## config.mk

```make
export PLATFORM = sky130hd
export DESIGN_NAME = rsas_search
export DESIGN_NICKNAME = d
export VERILOG_FILES = /design/src/sv/rsas_pkg.sv /design/src/sv/rsas_search.sv
export VERILOG_INCLUDE_DIRS = /design/src /design/src/sv
export SDC_FILE = /design/constraint.sdc
export NUM_CORES = 1
export LEC_CHECK = 0
export BUFFER_PORTS_ARGS = -buffer_cell sky130_fd_sc_hd__buf_2
export CORE_ASPECT_RATIO = 1.2
export CORE_MARGIN = 1.5
export CORE_UTILIZATION = 52
export DETAILED_ROUTE_END_ITERATION = 6
export GPL_TIMING_DRIVEN = 1
export PLACE_DENSITY = 0.76
export SYNTH_ARGS = -nofsm -noshare
export SYNTH_HDL_FRONTEND = slang
export SYNTH_SLANG_ARGS = --single-unit
export TNS_END_PERCENT = 50
```

## constraint.sdc

```tcl
create_clock -name i_clk -period 2.8 [get_ports i_clk]
set_input_delay 0.28 -clock i_clk [delete_from_list [all_inputs] [get_ports i_clk]]
set_output_delay 0.28 -clock i_clk [all_outputs]
set_load 0.1 [all_outputs]
```

## src/sv/assert_macros.svh

```systemverilog
// Assertion macros shared by the rotated sorted array search RTL.
// Depends on nothing; included by modules that carry assertions.
`ifndef ASSERT_MACROS_SVH
`define ASSERT_MACROS_SVH

// Check a property on the rising clock, disabled while reset is asserted.
`define RSAS_ASSERT(lbl, clk, rst_n, prop, msg) \
    lbl: assert property (@(posedge clk) disable iff (!rst_n) prop) else $error(msg);

// Check a property on the rising clock, also during reset.
`define RSAS_ASSERT_ALWAYS(lbl, clk, prop, msg) \
    lbl: assert property (@(posedge clk) prop) else $error(msg);

`endif

```

## src/sv/rsas_pkg.sv

```systemverilog
// Package for the rotated sorted array search block.
// Holds the item payload types and fixed field widths; no dependencies.
package rsas_pkg;

    localparam int unsigned POS_W   = 10;
    localparam int unsigned VAL_W   = 32;
    localparam int unsigned COUNT_W = 11;

    localparam logic MODE_LOAD   = 1'b0;
    localparam logic MODE_SEARCH = 1'b1;

    typedef struct packed {
        logic                     mode;
        logic [POS_W-1:0]         position;
        logic signed [VAL_W-1:0]  element;
        logic signed [VAL_W-1:0]  target;
    } t_req;

    typedef struct packed {
        logic             found;
        logic [POS_W-1:0] match_index;
    } t_rsp;

endpackage

```

## src/sv/rsas_search.sv

```systemverilog
// Probe sequencer for the rotated binary search over the element store.
// Depends on rsas_pkg and assert_macros.svh; drives the rsas_mem read ports.
`include "assert_macros.svh"

module rsas_search import rsas_pkg::*; #(
    parameter int DEPTH      = 1024,
    parameter int DATA_WIDTH = 32
) (
    input  logic                              i_clk,
    input  logic                              i_rst_n,
    input  logic                              i_go,
    input  logic [DATA_WIDTH-1:0]             i_target,
    input  logic [$clog2(DEPTH+1)-1:0]        i_count,
    output logic                              o_busy,
    output logic                              o_re,
    output logic [$clog2(DEPTH)-1:0]          o_raddr_a,
    output logic [$clog2(DEPTH)-1:0]          o_raddr_b,
    input  logic [DATA_WIDTH-1:0]             i_rdata_a,
    input  logic [DATA_WIDTH-1:0]             i_rdata_b,
    output logic                              o_done,
    output t_rsp                              o_rsp
);

    localparam int AW = $clog2(DEPTH);
    localparam int LW = $clog2(DEPTH+1);

    typedef enum logic [3:0] {
        S_IDLE  = 4'b0001,
        S_ISSUE = 4'b0010,
        S_CMP   = 4'b0100,
        S_RIGHT = 4'b1000
    } t_state;

    t_state                r_state, n_state;
    logic [LW-1:0]         r_low, n_low;
    logic [LW-1:0]         r_hi_ex, n_hi_ex;     // one past the high bound
    logic [AW-1:0]         r_mid, n_mid;
    logic [DATA_WIDTH-1:0] r_target, n_target;
    logic [DATA_WIDTH-1:0] r_vm, n_vm;
    logic                  r_done, n_done;
    t_rsp                  r_rsp, n_rsp;

    logic                  nonempty;
    logic [LW:0]           mid_sum;
    logic [AW-1:0]         mid_c;
    logic [AW-1:0]         high_addr;
    logic                  left_sorted;

    assign nonempty    = r_low < r_hi_ex;
    assign mid_sum     = {1'b0, r_low} + {1'b0, r_hi_ex} - (LW+1)'(1);
    assign mid_c       = AW'(mid_sum[LW:1]);
    assign high_addr   = AW'(r_hi_ex - LW'(1));
    assign left_sorted = i_rdata_b <= i_rdata_a;

    always_comb begin
        n_state  = r_state;
        n_low    = r_low;
        n_hi_ex  = r_hi_ex;
        n_mid    = r_mid;
        n_target = r_target;
        n_vm     = r_vm;
        n_done   = 1'b0;
        n_rsp    = r_rsp;
        o_re      = 1'b0;
        o_raddr_a = mid_c;
        o_raddr_b = r_low[AW-1:0];
        case (r_state)
            S_IDLE: begin
                if (i_go) begin
                    n_low    = '0;
                    n_hi_ex  = i_count;
                    n_target = i_target;
                    n_state  = S_ISSUE;
                end
            end
            S_ISSUE: begin
                if (nonempty) begin
                    // fetch mid and low entries
                    o_re    = 1'b1;
                    n_mid   = mid_c;
                    n_state = S_CMP;
                end else begin
                    n_done  = 1'b1;
                    n_rsp   = '{found: 1'b0, match_index: '0};
                    n_state = S_IDLE;
                end
            end
            S_CMP: begin
                o_raddr_a = high_addr;
                if (i_rdata_a == r_target) begin
                    n_done  = 1'b1;
                    n_rsp   = '{found: 1'b1, match_index: POS_W'(r_mid)};
                    n_state = S_IDLE;
                end else if (left_sorted) begin
                    if (i_rdata_b <= r_target && r_target < i_rdata_a) begin
                        n_hi_ex = LW'(r_mid);
                    end else begin
                        n_low = LW'(r_mid) + LW'(1);
                    end
                    n_state = S_ISSUE;
                end else begin
                    // right half sorted: need the high entry too
                    o_re    = 1'b1;
                    n_vm    = i_rdata_a;
                    n_state = S_RIGHT;
                end
            end
            S_RIGHT: begin
                if (r_vm < r_target && r_target <= i_rdata_a) begin
                    n_low = LW'(r_mid) + LW'(1);
                end else begin
                    n_hi_ex = LW'(r_mid);
                end
                n_state = S_ISSUE;
            end
            default: begin
                n_state = S_IDLE;
            end
        endcase
    end

    always_ff @(posedge i_clk) begin
        if (!i_rst_n) begin
            r_state <= S_IDLE;
            r_done  <= 1'b0;
        end else begin
            r_state <= n_state;
            r_done  <= n_done;
        end
    end

    always_ff @(posedge i_clk) begin
        r_low    <= n_low;
        r_hi_ex  <= n_hi_ex;
        r_mid    <= n_mid;
        r_target <= n_target;
        r_vm     <= n_vm;
        r_rsp    <= n_rsp;
    end

    assign o_busy = r_state != S_IDLE;
    assign o_done = r_done;
    assign o_rsp  = r_rsp;

    `RSAS_ASSERT(a_done_after_search, i_clk, i_rst_n, r_done |-> $past(r_state != S_IDLE), "result strobe without a search")
    `RSAS_ASSERT(a_done_single, i_clk, i_rst_n, r_done |=> !r_done, "result strobe longer than one cycle")
    `RSAS_ASSERT(a_mid_in_range, i_clk, i_rst_n, (r_state == S_CMP) |-> (LW'(r_mid) >= r_low && LW'(r_mid) < r_hi_ex), "probe outside the search range")
    `RSAS_ASSERT(a_found_match, i_clk, i_rst_n, (r_done && r_rsp.found) |-> $past(r_state == S_CMP), "match reported without a compare")
    `RSAS_ASSERT_ALWAYS(a_reset_idle, i_clk, !i_rst_n |=> (r_state == S_IDLE && !r_done), "reset did not clear the sequencer")

endmodule

```

==> impl_metrics.json <==
{
  "coreArea_mm2": 0.0150,
  "p_int_mw": 3.38,
  "diodes": 0,
  "track_usage": 0.254,
  "antenna_found_initial": 0,
  "route.detailed.drc": 0,
  "clock_latency_ns": 0.36,
  "num_rows": 49,
  "htreeDepth": 3,
  "cts_hold_buf": 0,
  "p_clk_frac": 0.231,
  "yosys.area.top_type": "edfxtp_1",
  "start_util": 0.531,
  "p_leak_nw": 4.73,
  "critPathLaunchType": "register",
  "maxSlewViolCount": 0,
  "cp_cell_sequence": "inv_2 > ha_4 > inv_2 > ha_4 > fa_2 > a21o_1 > a21oi_2 > o21bai_2 > a2111oi_2 > or3_1 > xnor2_2 > mux2_4 > buf_12",
  "fin_ws_ns": -0.593,
  "drt-initial-drc-count": 342,
  "areaGrowthSynthToFinish_pct": 25.6,
  "max_slew_margin": 0.525,
  "postLayoutCoreUtil": 0.667,
  "synthArstFlopShare": 0,
  "wirelength_mm": 20.7,
  "seq_area_frac_synth": 0.415,
  "synth_nets": 1023,
  "synth_area_leaders": "edfxtp_1 40%, ha_1 25%, inv_1 5.2%, a21oi_1 3.4%, nand4_1 2.6%",
  "synth.avg_cell_area_um2": 10.6,
  "final_hold_viol_count": 0,
  "dp_hpwl_mm": 16.0,
  "max_stage_delay_ns": 0.37,
  "p_comb_frac": 0.403,
  "ys_ff_latch": 112,
  "fin_nets": 1211,
  "period_minus_slack_ns": 3.39,
  "seq_power_share": 0.367,
  "violations": "negative setup slack",
  "drt_pass1_iterations": 5,
  "p_sw_mw": 2.04,
  "setup_violations": 6,
  "grt_max_degree": 33,
  "criticalPathCategory": "reg2out",
  "grt_pass1_wl_mm": 31.4,
  "critPathCaptureType": "output pin",
  "synth_edf_count": 107,
  "synth_common_cells": "157 x ha_1, 111 x inv_1, 107 x edfxtp_1",
  "skew_ns": 0.0161,
  "status": "complete, but fails checks",
  "pin_count": 144,
  "synth_warnings": 0,
  "gp_congestion": 0.880,
  "port_buffers": 143,
  "grt_pass1_vias": 6605,
  "path_max_fanout": 2,
  "synthesis.area_mm2": 0.00798,
  "clkSlewWorstSetupHoldPaths_ns": 0.08,
  "dp.cells": 1127,
  "gr-total-overflow": 0,
  "clock_path_buffers": 2,
  "cts.sinks": 112,
  "fmaxAchievable_mhz": 295,
  "tightest_slew_ns": 0.706,
  "fin_tns_setup_ns": -1.91,
  "timing.final.crit_share": 1.21,
  "cts_tree": "yes",
  "hp-class": "in2reg",
  "cts_buffers": 9,
  "synth_cell_type_count": 53,
  "synth_cells": 755,
  "p_sw_frac": 0.376,
  "cts-root-buf": "clkbuf_16",
  "via_per_inst": 5.64,
  "wl_per_cell_um": 18.0,
  "instances_no_fill": 1152,
  "drive_above_1_share": 0.283,
  "synth_top_cell_area_share": 0.403,
  "cap_violations": 0,
  "crit_slowest_cell": "edfxtp_1",
  "rsz0062_at_grt": "true",
  "peakVddDrop_mv": 0.520,
  "power_density_mw_per_mm2": 541,
  "design.die.area_mm2": 0.0161,
  "synthFlopType": "edfxtp_1",
  "antenna_left": 0,
  "die_x_um": 116,
  "die_h_um": 139,
  "required_ns": 2.52,
  "worstPathArrival_ns": 3.11,
  "vias": 6499,
  "yosysMostFrequentCell": "ha_1"
}
-- routing by layer --
layer	GRT usage	routed length (um)
met5	0	0
met4	0.0931	574
met3	0.0559	1090
met2	0.455	10600
met1	0.292	8420
-- stage by stage --
stage	hold WS (ns)	setup slack, ns	total power [mW]	instance area, um2
2_1_floorplan	0.379	-0.445	3.33	8040
3_3_place_gp	0.457	-0.387	3.96	9390
3_5_place_dp	0.459	-0.439	4.00	9390
4_1_cts	0.0801	-0.615	5.30	9750
5_1_grt	0.0800	-0.736	5.65	10000
6_report	0.0917	-0.593	5.42	10000
-- cells by family after synthesis --
family,count (synthesis),share of synthesized area
flops,112,0.415
buf+inv,127,0.0644
fa+ha+maj,158,0.249
simple gates,185,0.121
mux,10,0.0141
compound gates,143,0.114
xor+xnor,20,0.0220
-- placed cells by master, fill, tap and decap left out, types with 8 or more instances in the layout --
cell	count
nor3_1	8
nor2b_1	11
o21ai_0	21
buf_4	44
nand4_1	33
and3_1	13
a21o_1	16
inv_1	104
nand2_1	38
clkbuf_16	10
a21oi_1	48
edfxtp_1	107
nand3_1	18
nor2_1	31
xnor2_1	10
buf_2	134
ha_1	151
buf_12	12
-- layout make-up --
type | count | area, um2
Clock buffer | 9 | 225
Fill cell | 1108 | 4990
Timing Repair Buffer | 193 | 1290
Inverter | 111 | 419
Tap cell | 204 | 255
Multi-Input combinational cell | 516 | 4470
Clock inverter | 7 | 52.6
Sequential cell | 112 | 3310
-- worst paths after layout --
check | start | to | slack (ns) | cells after the start
hold reg to reg | r_mid[6]$_DFFE_PP_ | r_hi_ex[6]$_DFFE_PP_ | 0.65 | 1
setup / recovery | r_hi_ex[1]$_DFFE_PP_ | o_raddr_a[8] | -0.59 | 13
hold / removal | i_target[22] | r_target[22]$_DFFE_PP_ | 0.09 | 1
setup reg to reg | r_target[2]$_DFFE_PP_ | r_hi_ex[9]$_DFFE_PP_ | 0.04 | 10
-- what timing repair did --
| item | CTS | global route |
|---|---|---|
| endpoints found under the setup margin | 7 | 30 |
| buffers inserted | 2 | 6 |
| resized for setup | 14 | 41 |
| hold endpoints to repair | 0 | 0 |
| gates cloned | 0 | 1 |
| pin swaps | 13 | 27 |
-- power by group through the flow --
| stage | clock network [mW] | logic (mW) | registers, mW |
|---|---|---|---|
| after global placement | 0 | 1.94 | 2.02 |
| after floorplan | 0 | 1.31 | 2.02 |
| after CTS | 1.27 | 2.04 | 1.99 |
| final | 1.25 | 2.18 | 1.99 |
| after global routing | 1.32 | 2.33 | 1.99 |
| after detailed placement | 0 | 1.98 | 2.02 |
-- registers in the layout, summed over array words and instances (netlist names) --
register and cells:
r_mid 10, r_low 11, r_state 4, o_done 1
r_vm 32, r_target 32, r_hi_ex 11, o_rsp 11
-- critical path: cells and delay by family (launching register included) --
kind	cells	cell delay, ns
mux	1	0.29
flops	1	0.37
xor+xnor	1	0.08
compound gates	4	0.79
fa+ha+maj	3	0.76
simple gates	1	0.20
buf+inv	3	0.27
No activity file was read; power rests on OpenSTA's default activity.
